$ cat src/rtl/alu_pkg.sv
// ----------------------------------------------------------------------------
// alu_pkg - shared types and codes for the 8/16-bit add/sub/flags ALU
// Request payload structs and operation codes used by the core and checker.
// ----------------------------------------------------------------------------
`default_nettype none

package alu_pkg;

  // Operation codes carried in the kind field
  localparam logic [3:0] KIND_ADD   = 4'd0;
  localparam logic [3:0] KIND_ADC   = 4'd1;
  localparam logic [3:0] KIND_SUB   = 4'd2;
  localparam logic [3:0] KIND_SBC   = 4'd3;
  localparam logic [3:0] KIND_CP    = 4'd4;
  localparam logic [3:0] KIND_INC8  = 4'd5;
  localparam logic [3:0] KIND_DEC8  = 4'd6;
  localparam logic [3:0] KIND_ADD16 = 4'd7;
  localparam logic [3:0] KIND_INC16 = 4'd8;
  localparam logic [3:0] KIND_DEC16 = 4'd9;

  typedef struct packed {
    logic [3:0]  kind;
    logic [7:0]  acc_value;
    logic [7:0]  operand_byte;
    logic [15:0] wide_value;
    logic [15:0] wide_operand;
    logic        carry_in;
    logic        zero_in;
  } alu_in_t;

  typedef struct packed {
    logic [7:0]  result_byte;
    logic [15:0] result_wide;
    logic        flag_zero;
    logic        flag_subtract;
    logic        flag_half;
    logic        flag_carry;
    logic        flags_written;
  } alu_out_t;

endpackage

`default_nettype wire

$ cat src/rtl/alu_exec.sv
// ----------------------------------------------------------------------------
// alu_exec - combinational datapath of the add/sub/flags ALU
// Works out the 8-bit or 16-bit result and the Z, N, H, C flags of one request.
// ----------------------------------------------------------------------------
`default_nettype none

module alu_exec (
  input  alu_pkg::alu_in_t  req,
  output alu_pkg::alu_out_t res
);

  logic       cy_add;
  logic       cy_sub;
  logic [8:0] add9;
  logic [4:0] add_lo;
  logic [8:0] sub9;
  logic [4:0] sub_lo;
  logic [7:0] inc8;
  logic [7:0] dec8;
  logic [16:0] add17;
  logic [12:0] add16_lo;
  logic [15:0] inc16;
  logic [15:0] dec16;

  // carry only enters the with-carry forms
  assign cy_add = (req.kind == alu_pkg::KIND_ADC) ? req.carry_in : 1'b0;
  assign cy_sub = (req.kind == alu_pkg::KIND_SBC) ? req.carry_in : 1'b0;

  assign add9   = {1'b0, req.acc_value} + {1'b0, req.operand_byte} + {8'd0, cy_add};
  assign add_lo = {1'b0, req.acc_value[3:0]} + {1'b0, req.operand_byte[3:0]}
                  + {4'd0, cy_add};
  // borrow shows up as the top bit of the wrapped difference
  assign sub9   = {1'b0, req.acc_value} - {1'b0, req.operand_byte} - {8'd0, cy_sub};
  assign sub_lo = {1'b0, req.acc_value[3:0]} - {1'b0, req.operand_byte[3:0]}
                  - {4'd0, cy_sub};

  assign inc8   = req.acc_value + 8'd1;
  assign dec8   = req.acc_value - 8'd1;

  assign add17    = {1'b0, req.wide_value} + {1'b0, req.wide_operand};
  assign add16_lo = {1'b0, req.wide_value[11:0]} + {1'b0, req.wide_operand[11:0]};
  assign inc16    = req.wide_value + 16'd1;
  assign dec16    = req.wide_value - 16'd1;

  always_comb begin
    res               = '0;
    res.flag_zero     = req.zero_in;
    res.flag_carry    = req.carry_in;
    res.flags_written = 1'b1;
    case (req.kind)
      alu_pkg::KIND_ADD, alu_pkg::KIND_ADC: begin
        res.result_byte = add9[7:0];
        res.flag_zero   = (add9[7:0] == 8'd0);
        res.flag_half   = add_lo[4];
        res.flag_carry  = add9[8];
      end
      alu_pkg::KIND_SUB, alu_pkg::KIND_SBC, alu_pkg::KIND_CP: begin
        // compare keeps the accumulator but sets flags as a subtract
        res.result_byte   = (req.kind == alu_pkg::KIND_CP) ? req.acc_value : sub9[7:0];
        res.flag_zero     = (sub9[7:0] == 8'd0);
        res.flag_subtract = 1'b1;
        res.flag_half     = sub_lo[4];
        res.flag_carry    = sub9[8];
      end
      alu_pkg::KIND_INC8: begin
        res.result_byte = inc8;
        res.flag_zero   = (inc8 == 8'd0);
        res.flag_half   = (req.acc_value[3:0] == 4'hf);
      end
      alu_pkg::KIND_DEC8: begin
        res.result_byte   = dec8;
        res.flag_zero     = (dec8 == 8'd0);
        res.flag_subtract = 1'b1;
        res.flag_half     = (req.acc_value[3:0] == 4'h0);
      end
      alu_pkg::KIND_ADD16: begin
        res.result_wide = add17[15:0];
        res.flag_half   = add16_lo[12];
        res.flag_carry  = add17[16];
      end
      alu_pkg::KIND_INC16: begin
        res.result_wide   = inc16;
        res.flags_written = 1'b0;
      end
      alu_pkg::KIND_DEC16: begin
        res.result_wide   = dec16;
        res.flags_written = 1'b0;
      end
      default: begin
        // unused codes pass the operands through untouched
        res.result_byte   = req.acc_value;
        res.result_wide   = req.wide_value;
        res.flags_written = 1'b0;
      end
    endcase
  end

endmodule

`default_nettype wire

$ cat src/rtl/cpu_alu_add_sub_flags_core.sv
// ----------------------------------------------------------------------------
// cpu_alu_add_sub_flags_core - 8/16-bit add/sub/inc/dec ALU with flags
// Registered ALU: request register, flag/result logic, result register.
// ----------------------------------------------------------------------------
// Usage:
//   Requests arrive on in_valid/in_data and are taken at a rising edge with
//   in_valid high and in_stall low. Each request carries the operation code,
//   the 8-bit and 16-bit operands and the current Z and C flags.
//   Exactly one result leaves on out_valid/out_data per request, in order,
//   taken at an edge with out_valid high and out_stall low.
// Path and rate:
//   out_valid rises once a request has passed the request register and
//   then the result register; a waiting stalled result can hold it back.
//   One request per cycle sustained while out_stall is low; the flag logic
//   between the two registers is parallel adders of up to 17 bits plus a mux.
// Stall:
//   While out_stall holds, a full result register keeps its contents. The
//   request register still takes a new request if it is empty, so one
//   request can sit behind a waiting result; in_stall rises only when both
//   registers are full and the output is stalled.
// Reset:
//   rst_n low (synchronous) empties both registers; no state survives.
// ----------------------------------------------------------------------------
`default_nettype none

module cpu_alu_add_sub_flags_core (
  input  wire logic              clk,
  input  wire logic              rst_n,
  input  wire logic              in_valid,
  output      logic              in_stall,
  input  wire alu_pkg::alu_in_t  in_data,
  output      logic              out_valid,
  input  wire logic              out_stall,
  output      alu_pkg::alu_out_t out_data
);

  // request stage
  logic              req_valid_r;
  logic              req_valid_nxt;
  alu_pkg::alu_in_t  req_data_r;

  // result stage
  logic              res_valid_r;
  logic              res_valid_nxt;
  alu_pkg::alu_out_t res_data_r;
  alu_pkg::alu_out_t res_calc;

  logic res_free;   // result register may load this cycle
  logic req_move;   // request stage hands its request on
  logic in_take;    // new request accepted

  assign res_free = !res_valid_r || !out_stall;
  assign req_move = req_valid_r && res_free;
  assign in_stall = req_valid_r && !res_free;
  assign in_take  = in_valid && !in_stall;

  assign req_valid_nxt = in_take || (req_valid_r && !req_move);
  assign res_valid_nxt = req_move || (res_valid_r && out_stall);

  alu_exec u_exec (
    .req (req_data_r),
    .res (res_calc)
  );

  always_ff @(posedge clk) begin
    if (!rst_n) begin
      req_valid_r <= 1'b0;
      res_valid_r <= 1'b0;
    end else begin
      req_valid_r <= req_valid_nxt;
      res_valid_r <= res_valid_nxt;
    end
  end

  // payload registers: no reset needed
  always_ff @(posedge clk) begin
    if (in_take) begin
      req_data_r <= in_data;
    end
    if (req_move) begin
      res_data_r <= res_calc;
    end
  end

  assign out_valid = res_valid_r;
  assign out_data  = res_data_r;

endmodule

`default_nettype wire

$ cat config.mk
export PLATFORM = sky130hd
export DESIGN_NAME = cpu_alu_add_sub_flags_core
export DESIGN_NICKNAME = d
export VERILOG_FILES = /design/src/rtl/alu_pkg.sv /design/src/rtl/alu_exec.sv /design/src/rtl/cpu_alu_add_sub_flags_core.sv
export SDC_FILE = /design/constraint.sdc
export NUM_CORES = 1
export LEC_CHECK = 0
export ABC_AREA = 1
export BUFFER_PORTS_ARGS = -buffer_cell sky130_fd_sc_hd__buf_4
export CORE_MARGIN = 3
export CORE_UTILIZATION = 45
export DETAILED_ROUTE_END_ITERATION = 8
export PLACE_DENSITY = 0.64
export SYNTH_ARGS = -nofsm -noshare
export SYNTH_HDL_FRONTEND = slang
export SYNTH_SLANG_ARGS = --single-unit
export TNS_END_PERCENT = 20
$ cat constraint.sdc
create_clock -name clk -period 2.9 [get_ports clk]
set_clock_uncertainty 0.05 [all_clocks]
set_input_delay 0.145 -clock clk [delete_from_list [all_inputs] [get_ports clk]]
set_output_delay 0.145 -clock clk [all_outputs]
set_load 0.05 [all_outputs]
=== Word-level counts from Yosys, hierarchy flattened ===
Cells that the tools add are included.

* Register bits: 85
* Bits of input ports: 58
* Logic and storage cells: 75

* Add/subtract/negate cells: 14
* Equal/unequal tests: 10
* Muxes and demuxes: 10
* Reductions and logical operators: 25

{| class="wikitable"
|+ Operators by type and width
! operator !! number
|-
| 16-bit one-hot mux with 4 select lines || 1
|-
| 8-bit one-hot mux with 5 select lines || 1
|-
| 8-bit logical NOT || 4
|-
| 16-bit by 16-bit adder with 17-bit output || 1
|-
| 16-bit by 1-bit adder with 16-bit output, second input constant || 1
|-
| 4-bit by 3-bit == test with 1-bit output, second input constant || 4
|-
| 16-bit by 1-bit subtractor with 16-bit output, second input constant || 1
|-
| 12-bit by 12-bit adder with 13-bit output || 1
|-
| 4-bit == test, second input constant || 3
|-
| 8-bit by 8-bit adder with 9-bit output || 1
|-
| 9-bit by 1-bit adder with 9-bit output || 1
|-
| 8-bit by 8-bit subtractor with 9-bit output || 1
|-
| 9-bit by 1-bit subtractor with 9-bit output || 1
|-
| 8-bit by 1-bit adder with 8-bit output, second input constant || 1
|-
| 4-bit by 2-bit == test with 1-bit output, second input constant || 2
|-
| 4-bit logical NOT || 2
|-
| 8-bit 2-to-1 mux || 1
|-
| 8-bit OR reduction || 1
|-
| 8-bit by 1-bit subtractor with 8-bit output, second input constant || 1
|-
| 7-bit OR reduction || 1
|-
| 3-bit OR reduction || 2
|-
| 4-bit by 4-bit adder with 5-bit output || 1
|-
| 5-bit by 1-bit adder with 5-bit output || 1
|-
| 1-bit logical AND || 5
|-
| 11 further kinds || 20
|}

=== Logic depth before layout (Yosys ltp) ===
Gate-level depths: netlist (run 1).

* Word-level depth: 7
* Mapped depth: 18

=== Cells and area by module ===
Synthesis (run 1) repeated with hierarchy kept, for this count alone.

* Cells, all modules: 749
* Area, all modules: 6099.6 µm²

{| class="wikitable"
|+ By module, submodules not included
! module !! times used !! cells each !! area each (µm²) !! seq. area each (µm²)
|-
| alu_exec || 1 || 653 || 3512.1 || 0.0
|-
| cpu_alu_add_sub_flags_core || 1 || 96 || 2587.5 || 2532.4
|}

=== Least setup slack after synthesis (run 1) ===
Ideal clock, no wire load.

* Kind: reg2reg
* From: register res_valid_r (netlist: out_valid)
* To: register req_data_r[0] (netlist name), enable pin
* Arrival: 2.287 ns
* Setup slack: 0.065 ns
* Cell stages (with the launch flop): 6
* Path buffers: 0
* Cells stage by stage: dfxtp_1 > nand2_1 > nor2_1 > inv_1 > nand2_1 > inv_1

* Cells in the longest elaborated chain, start to end: 6

{| class="wikitable"
|+ Ends and longest elaborated chain
! element !! line !! RTL
|-
| start: declaration || cpu_alu_add_sub_flags_core.sv:43 || <nowiki>logic res_valid_r;</nowiki>
|-
| start signal: assignment || cpu_alu_add_sub_flags_core.sv:71 || <nowiki>res_valid_r <= res_valid_nxt;</nowiki>
|-
| 1-bit logical NOT || cpu_alu_add_sub_flags_core.sv:52 || <nowiki>assign res_free = !res_valid_r || !out_stall;</nowiki>
|-
| 1-bit logical OR || cpu_alu_add_sub_flags_core.sv:52 ||
|-
| 1-bit logical NOT || cpu_alu_add_sub_flags_core.sv:54 || <nowiki>assign in_stall = req_valid_r && !res_free;</nowiki>
|-
| 1-bit logical AND || cpu_alu_add_sub_flags_core.sv:54 ||
|-
| via in_stall || cpu_alu_add_sub_flags_core.sv:30 || <nowiki>output logic in_stall,</nowiki>
|-
| 1-bit logical NOT || cpu_alu_add_sub_flags_core.sv:55 || <nowiki>assign in_take = in_valid && !in_stall;</nowiki>
|-
| 1-bit logical AND || cpu_alu_add_sub_flags_core.sv:55 ||
|-
| via in_take || cpu_alu_add_sub_flags_core.sv:50 || <nowiki>logic in_take;</nowiki>
|-
| end signal: assignment || cpu_alu_add_sub_flags_core.sv:78 || <nowiki>req_data_r <= in_data;</nowiki>
|-
| end: declaration || cpu_alu_add_sub_flags_core.sv:40 || <nowiki>alu_pkg::alu_in_t req_data_r;</nowiki>
|}

The timed path passes the listed nets, and every way through them passes these cells.
A chain may end at the register's enable or synchronous reset.

==> results of run 1 <==
worst max path at each step:
stage	cells after the start	endpoint
global route	18	out_data[4]$_DFFE_PP_
floorplan	5	req_data_r[0]$_DFFE_PP_
CTS	18	out_data[4]$_DFFE_PP_
global placement	18	out_data[4]$_DFFE_PP_
finish	14	out_data[4]$_DFFE_PP_
detailed placement	18	out_data[4]$_DFFE_PP_
cell usage in the layout (no fill, tap or decap), types with 2 or more instances in the layout:
cell type and count:
o22ai_1 6, buf_12 2, nand2_1 191, nor2_1 55, clkbuf_1 2, fa_1 5, xnor2_1 6, nand3b_1 5
o211ai_1 9, o21ai_1 2, a21o_1 5, dlygate4sd3_1 55, or2_2 5, nand3_1 85, nand4_1 11, nor3_1 7
a21oi_4 2, ha_1 56, a31oi_1 2, o21ai_0 20, nor2_4 2, xor2_1 5, inv_2 9, bufinv_16 3
a21oi_1 51, nand2_2 6, buf_4 98, inv_1 77, o21bai_1 6, clkbuf_16 9, dfxtp_1 2, edfxtp_1 83
nor2_2 5, o221ai_1 2
worst max-delay path, stage by stage, from the launching register on:
cell,delay [ns]
edfxtp_1,0.42
inv_2,0.13
nand2_1,0.08
inv_1,0.08
nand3_1,0.10
fa_1,0.43
fa_1,0.44
inv_1,0.09
nand2_1,0.05
nand2_1,0.13
xor2_2,0.10
nand3_1,0.09
nor2_1,0.04
nor2_1,0.12
nand3_2,0.08
power by group through the flow:
stage	registers (mW)	logic [mW]	clock network [mW]
2_1_floorplan	1.59	0.517	0
3_3_place_gp	1.52	0.865	0
3_5_place_dp	1.52	0.872	0
4_1_cts	1.50	0.938	1.33
5_1_grt	1.50	1.06	1.37
6_report	1.50	0.956	1.31
metrics by stage:
stage | setup WS, ns | std cells | total power, mW
after floorplan | 0.0648 | 732 | 2.11
after global placement | 0.179 | 1001 | 2.38
after detailed placement | 0.147 | 1001 | 2.39
final | 0.206 | 1071 | 3.76
after global routing | 0.0101 | 1071 | 3.93
after CTS | 0.126 | 1071 | 3.76
metal layers:
metal | up-vias | GRT usage | part of all wire
met3 | 29 | 0.0506 | 0.073
met1 | 2604 | 0.362 | 0.49
met2 | 196 | 0.351 | 0.41
li1 | 2845 | - | -
met4 | 0 | 0.0777 | 0.020
met5 | - | 0 | 0
kinds of logic (layout without fill, tap and decap cells):
kind of cell,count (synthesis),after routing
buffers and inverters,89,256
xor gates and xnor gates,12,12
and+or+nand+nor,374,374
DFF,85,85
AOI/OAI and AO/OA,110,110
adders and majority gates,62,62
registers in the layout, summed over array words and instances (netlist names):
name	flops
req_data_r	54
out_data	29
out_valid	1
req_valid_r	1
final cells by class:
| class | instances | area share |
|---|---|---|
| inverters | 86 | 0.0406 |
| clock buffers | 11 | 0.0293 |
| well taps | 172 | 0.0271 |
| flip-flops and latches | 85 | 0.318 |
| clock inverters | 4 | 0.0123 |
| multi-input cells | 558 | 0.406 |
| repair buffers | 155 | 0.167 |
repair_timing:
action                                  in CTS  in global routing
resized for setup                            0                  6
endpoints found under the setup margin       0                  4
hold buffers                                55                  0
hold endpoints to repair                    56                  0
==> impl_metrics.tcl, run 1 <==
set metrics [dict create \
    status "complete, no violations" \
    synth_common_cells "nand2_1, nand3_1, edfxtp_1" \
    clock_path_buffers 2 \
    htree_num_levels 3 \
    fin_crit_sh 0.929 \
    nFillCells 1124 \
    crit_path_end_kind "flip-flop" \
    switchingPower_mw 1.11 \
    syn_inst 732 \
    num_rows 41 \
    tns_ns 0 \
    power.share.switching 0.295 \
    hpwlAfterDp_mm 13.3 \
    core_um2 12900 \
    detail_route.wirelength_mm 17.8 \
    grt-ovfl-total 0 \
    tritoncts "yes" \
    hold_ws_ns 0.0608 \
    dieWidth_um 122 \
    cts_buffers 9 \
    num_vias 5674 \
    holdCritStartpoint "out_stall" \
    hold_viol 0 \
    drv_cap 0 \
    yosys.area.top_type "edfxtp_1" \
    drc 0 \
    cts_sinks 85 \
    hold_depth 3 \
    maxSlewViolCount 0 \
    grt_pass1_vias 5415 \
    synth-edff-count 83 \
    crit_required_ns 2.93 \
    path_clk_slew_ns 0.06 \
    yosysWarningCount 0 \
    fp.dieArea_um2 14900 \
    synth_compound_area_frac 0.105 \
    r2r_setup_slack_ns 0.21 \
    holdCritPathClass "input pin to flip-flop" \
    synth_nets 852 \
    nets 1015 \
    cts_root_buffer "clkbuf_16" \
    yosys.area_share.xor_xnor 0.0173 \
    io_buffers 88 \
    post_drt_wl_per_cell_um 16.6 \
    syn_to_final_growth_pct 31.0 \
    synthSimpleGateAreaFrac 0.269 \
    ant_nets 0 \
    first_pass_iters 5 \
    cp.arrival_ns 2.73 \
    synthTopCellsByArea "edfxtp_1, nand2_1, ha_1" \
    drt-initial-drc-count 430 \
    reg2reg_from "req_data_r[51]$_DFFE_PP_" \
    holdPathEnd "out_valid$_SDFF_PN0_" \
    yosys.area_share.adder 0.135 \
    synthMuxAreaShare 0 \
    combPwrFrac 0.254 \
    netlist-cell-type-count 35 \
    fp.dieH_um 122 \
    p_clk_frac 0.347 \
    diodes 0 \
    grt_start_max_net_pins 31 \
    grt_setup_unrepaired "false" \
    crit_start "req_data_r[51]$_DFFE_PP_" \
    start_util 0.470 \
    p_int_mw 2.65 \
    grt_pass1_wl_mm 27.6 \
    cp_max_fo 4 \
    antenna_found_initial 0 \
    synth_top_family_by_area "simple AND/OR/NAND/NOR gates" \
    seq_power_share 0.398 \
    fin_area_um2 7950 \
    syn_area_um2 6070 \
    ys_seq_area_frac 0.417 \
    placed_area_um2 7050 \
    clk_latency_ns 0.35 \
    synth_seq_cells 85 \
    synth-async-reset-ratio 0 \
    post-route-min-period_ns 2.69 \
    multiInputGateArea_um2 3230 \
    yosysMostFrequentCell "nand2_1" \
    seqCellArea_um2 2530 \
    peakVddDrop_mv 0.377 \
    powerDensity_nw_per_um2 472 \
    cts_setup_buffers 0 \
    post-route-util 0.615 \
    synth_top_area_frac 0.410 \
    r2r-end "out_data[4]$_DFFE_PP_" \
    drive_gt1_frac 0.165 \
    r2r_cells 14 \
    worst_pin_slew_ns 0.712 \
    synth_ff_type "edfxtp_1" \
    max_slew_margin 0.524 \
    gp_congestion 0.939 \
    setup_viol 0 \
    crit_type "flip-flop to flip-flop" \
    grt_usage 0.242 \
    avgViaCountPerCell 5.30 \
    io_pins 89 \
    synth_area_per_cell_um2 8.30 \
    leakagePower_nw 3.69 \
    timing.fmax_ghz 0.371 \
    startpoint_type "flip-flop" \
]
Note: power is estimated with default switching activity, not from simulation.
==> run 2: changes to the inputs <==
Settings changed: BUFFER_PORTS_ARGS -buffer_cell sky130_fd_sc_hd__buf_4 to -buffer_cell sky130_fd_sc_hd__buf_2, TNS_END_PERCENT 20 to not set.
==> impl_metrics.tcl, run 2 (synthesis gave the netlist of run 1 again) <==
set metrics [dict create \
    cp_max_fo 4 \
    leakagePower_nw 3.62 \
    crit_required_ns 2.96 \
    hold_viol 0 \
    max_flop_register "req_data_r" \
    top_layer "met4" \
    cts_sinks 85 \
    r2r_cells 18 \
    avgViaCountPerCell 5.31 \
    io_pins 89 \
    grt-ovfl-total 0 \
    crit_type "flip-flop to flip-flop" \
    drt-initial-drc-count 450 \
    grt_start_max_net_pins 55 \
    crit_path_end_kind "flip-flop" \
    worst_pin_slew_ns 0.492 \
    wl_met1_mm 8.50 \
    final_cell_mix "nand2_1, buf_2, nand3_1" \
    antenna_found_initial 0 \
    start_util 0.470 \
    ant_nets 0 \
    post_drt_wl_per_cell_um 16.6 \
    cts_root_buffer "clkbuf_16" \
    max_slew_margin 0.672 \
    status "complete, no violations" \
    r2r-end "out_data[4]$_DFFE_PP_" \
    dp_worst_setup_slack_ns 0.106 \
    post-route-min-period_ns 2.70 \
    io_buffers 88 \
    detail_route.wirelength_mm 17.8 \
    grt_pass1_vias 5477 \
    peakVddDrop_mv 0.465 \
    grt_usage 0.247 \
    holdCritPathClass "input pin to flip-flop" \
    fp.dieArea_um2 14900 \
    reg2reg_from "req_data_r[53]$_DFFE_PP_" \
    dieWidth_um 122 \
    diodes 0 \
    tritoncts "yes" \
    holdPathEnd "out_valid$_SDFF_PN0_" \
    hpwlAfterDp_mm 13.1 \
    fp.dieH_um 122 \
    fin_crit_sh 0.930 \
    met2_length_mm 7.56 \
    num_rows 41 \
    cp.arrival_ns 2.75 \
    grt_setup_unrepaired "false" \
    r2r_setup_slack_ns 0.20 \
    hold_depth 3 \
    num_vias 5713 \
    clock_path_buffers 2 \
    layout_setup_ws_ns 0.203 \
    core_um2 12900 \
    cts_buffers 9 \
    setup_viol 0 \
    gp_congestion 0.941 \
    syn_to_final_growth_pct 27.7 \
    maxSlewViolCount 0 \
    drv_cap 0 \
    startpoint_type "flip-flop" \
    timing.fmax_ghz 0.371 \
    largest_register_ffs 54 \
    first_pass_iters 5 \
    htree_num_levels 3 \
    holdCritStartpoint "out_stall" \
    drive_gt1_frac 0.179 \
    clk_latency_ns 0.35 \
    wl_met3_mm 1.48 \
    powerDensity_nw_per_um2 469 \
    layout_commonest_cell "nand2_1" \
    drc 0 \
    tns_ns 0 \
    grt_pass1_wl_mm 28.4 \
    nets 1019 \
    path_clk_slew_ns 0.07 \
]
## run 2: worst max-delay path, cell delays in order, from the launching register on
cell,delay (ns)
edfxtp_1,0.42
inv_2,0.10
nand2_2,0.05
inv_1,0.07
nand3_1,0.09
fa_2,0.38
fa_2,0.37
inv_1,0.07
nand2_1,0.05
nand2_1,0.08
nand2_1,0.14
a21oi_2,0.18
inv_1,0.05
nand2_1,0.07
nand2_1,0.06
nand3_1,0.08
nand2_1,0.05
inv_1,0.06
nand3_2,0.05
## run 2: repair_timing
item	4_1_cts	5_1_grt
setup buffers	0	2
resized for setup	0	13
endpoints found under the setup margin	0	7
hold endpoints to repair	56	0
hold buffers	55	0
## run 2: final cells by class
type / count / area, µm²
Fill cell: 1156 / 5170
Tap cell: 172 / 215
Clock inverter: 7 / 80.1
Timing Repair Buffer: 159 / 1140
Clock buffer: 9 / 225
Inverter: 86 / 323
Sequential cell: 85 / 2530
Multi-Input combinational cell: 558 / 3240
## run 2: where the power goes
part / total [mW] / switching [mW] / internal, mW / leakage, nW
sequential: 1.49 / 0.0520 / 1.44 / 0.821
combinational: 0.926 / 0.585 / 0.341 / 2.65
clock: 1.22 / 0.533 / 0.682 / 0.149
total: 3.63 / 1.17 / 2.46 / 3.62
## run 2: worst max path at each step
| stage | endpoint | start | cells after the start |
|---|---|---|---|
| after floorplan | req_data_r[0]$_DFFE_PP_ | out_valid$_SDFF_PN0_ | 5 |
| after global placement | out_data[4]$_DFFE_PP_ | req_data_r[53]$_DFFE_PP_ | 18 |
| after detailed placement | out_data[4]$_DFFE_PP_ | req_data_r[53]$_DFFE_PP_ | 18 |
| after CTS | out_data[4]$_DFFE_PP_ | req_data_r[53]$_DFFE_PP_ | 18 |
| after global routing | out_data[4]$_DFFE_PP_ | req_data_r[53]$_DFFE_PP_ | 18 |
| final | out_data[4]$_DFFE_PP_ | req_data_r[53]$_DFFE_PP_ | 18 |
## run 2: per-layer routing
layer	track usage	up-vias
li1	-	2848
met1	0.370	2609
met2	0.364	235
met3	0.0548	21
met4	0.0644	0
met5	0	-
## run 2: per-stage QoR
step / instance area, µm² / utilization / hold WS (ns) / total power, mW / cells
2_1_floorplan: 6070 / - / 0.194 / 2.11 / 732
3_3_place_gp: 6850 / 0.530 / 0.271 / 2.35 / 1003
3_5_place_dp: 6850 / 0.530 / 0.273 / 2.36 / 1003
4_1_cts: 7700 / 0.596 / 0.0324 / 3.64 / 1074
5_1_grt: 7750 / 0.600 / 0.0544 / 3.82 / 1076
6_report: 7750 / 0.600 / 0.0460 / 3.63 / 1076
==> run 3: changes to the inputs <==
Clock period 2.9 ns to 3.3 ns, I/O delays scaled along.
==> impl_metrics.tcl, run 3 (synthesis gave the netlist of run 1 again) <==
set metrics [dict create \
    htree_num_levels 3 \
    max_flop_register "req_data_r" \
    clock_path_buffers 2 \
    post_drt_wl_per_cell_um 16.8 \
    dieWidth_um 122 \
    antenna_found_initial 0 \
    fp.dieH_um 122 \
    max_slew_margin 0.257 \
    path_clk_slew_ns 0.06 \
    grt_start_max_net_pins 30 \
    syn_to_final_growth_pct 24.9 \
    crit_required_ns 3.35 \
    max_stage_delay_ns 0.49 \
    hold_viol 0 \
    holdCritPathClass "input pin to flip-flop" \
    peakVddDrop_mv 0.268 \
    powerDensity_nw_per_um2 414 \
    cp_max_fo 15 \
    crit_path_end_kind "flip-flop" \
    setup_viol 0 \
    nets 1005 \
    core_um2 12900 \
    cts_setup_buffers 0 \
    cts_root_buffer "clkbuf_16" \
    fin_area_um2 7590 \
    dp_worst_setup_slack_ns 0.323 \
    top_layer "met4" \
    status "complete, no violations" \
    drv_cap 0 \
    cp.buffers_inverters 3 \
    worst_path_max_delay_cell "edfxtp_1" \
    drc 0 \
    grt_pass1_wl_mm 28.2 \
    start_util 0.470 \
    num_rows 41 \
    wl_met3_mm 1.22 \
    avgViaCountPerCell 5.44 \
    clk_latency_ns 0.35 \
    drive_gt1_frac 0.152 \
    leakagePower_nw 3.55 \
    worstPathCellList "inv_2 -> nand2_1 -> inv_1 -> nand2_1 -> inv_1 -> ha_1 -> a21oi_1 -> nand2_1 -> nand2_1 -> nand2_1 -> nand2_1 -> nand3_1 -> nor2_1 -> nor2_1 -> nand2_1 -> nand3_1" \
    detail_route.wirelength_mm 17.8 \
    ant_nets 0 \
    io_pins 89 \
    grt_usage 0.248 \
    layout_setup_ws_ns 0.270 \
    grt_setup_unrepaired "false" \
    maxSlewViolCount 0 \
    num_vias 5780 \
    grt_pass1_vias 5451 \
    gp_congestion 0.953 \
    placed_area_um2 6730 \
    diodes 0 \
    timing.fmax_ghz 0.330 \
    cp_common_cell "nand2_1" \
    met2_length_mm 7.46 \
    worst_pin_slew_ns 1.11 \
    cp_top_family "simple AND/OR/NAND/NOR gates" \
    wl_met1_mm 8.73 \
    startpoint_type "flip-flop" \
    cp.arrival_ns 3.08 \
    cts_sinks 85 \
    drt-initial-drc-count 493 \
    tns_ns 0 \
    cts_buffers 9 \
    fp.dieArea_um2 14900 \
    first_pass_iters 6 \
    io_buffers 88 \
    layout_commonest_cell "nand2_1" \
    largest_register_ffs 54 \
    tritoncts "yes" \
    fin_crit_sh 0.918 \
    hpwlAfterDp_mm 13.4 \
    final_cell_mix "nand2_1, buf_2, nand3_1" \
    crit_type "flip-flop to flip-flop" \
    post-route-min-period_ns 3.03 \
    grt-ovfl-total 0 \
    post-route-util 0.587 \
]
[run 3: changes by cell type in the layout (fill, tap and decap cells not counted), sizes merged]
cell	delta
clkinv	+2
clkbuf	+2
buf	-14
inv	-4
[run 3: worst min-delay path: stages]
cell and delay, ns:
buf_2 0.09, nand2_1 0.08, a21oi_1 0.06
[run 3: per-layer routing]
layer  up-vias  global-route usage
met5         -                   0
met4         0              0.0917
met3        38              0.0432
met2       256               0.353
met1      2661               0.375
li1       2825                   -
[run 3: power breakdown]
| group | leakage [nW] | internal (mW) | switching, mW |
|---|---|---|---|
| sequential | 0.821 | 1.27 | 0.0501 |
| combinational | 2.58 | 0.281 | 0.507 |
| clock | 0.146 | 0.609 | 0.431 |
| total | 3.55 | 2.16 | 0.987 |
[run 3: path summary, 6_finish.rpt]
| path | from | endpoint | slack [ns] | depth (start not counted) |
|---|---|---|---|---|
| worst min register to register | req_valid_r$_SDFF_PN0_ | out_valid$_SDFF_PN0_ | 0.49 | 2 |
| worst min-delay path | in_valid | req_valid_r$_SDFF_PN0_ | 0.06 | 3 |
| worst max register to register | req_data_r[51]$_DFFE_PP_ | out_data[16]$_DFFE_PP_ | 0.27 | 16 |
| worst max-delay path | req_data_r[51]$_DFFE_PP_ | out_data[16]$_DFFE_PP_ | 0.27 | 16 |
[run 3: layout make-up]
cell class                      instances  area, µm²
Inverter                               86        323
Clock inverter                          5       60.1
Multi-Input combinational cell        558       3210
Tap cell                              172        215
Clock buffer                           11        243
Fill cell                            1200       5340
Sequential cell                        85       2530
Timing Repair Buffer                  145       1010
[run 3: per-stage QoR]
step	power [mW]	cells	hold slack, ns
floorplan	1.85	732	0.214
global placement	2.05	991	0.291
detailed placement	2.06	991	0.293
CTS	3.16	1062	0.0457
global route	3.31	1062	0.0522
finish	3.14	1062	0.0576
[run 3: repair_timing]
| item | 4_1_cts | 5_1_grt |
|---|---|---|
| hold buffers | 55 | 0 |
| endpoints found under the hold margin | 56 | 0 |
| gates resized for setup | 0 | 0 |
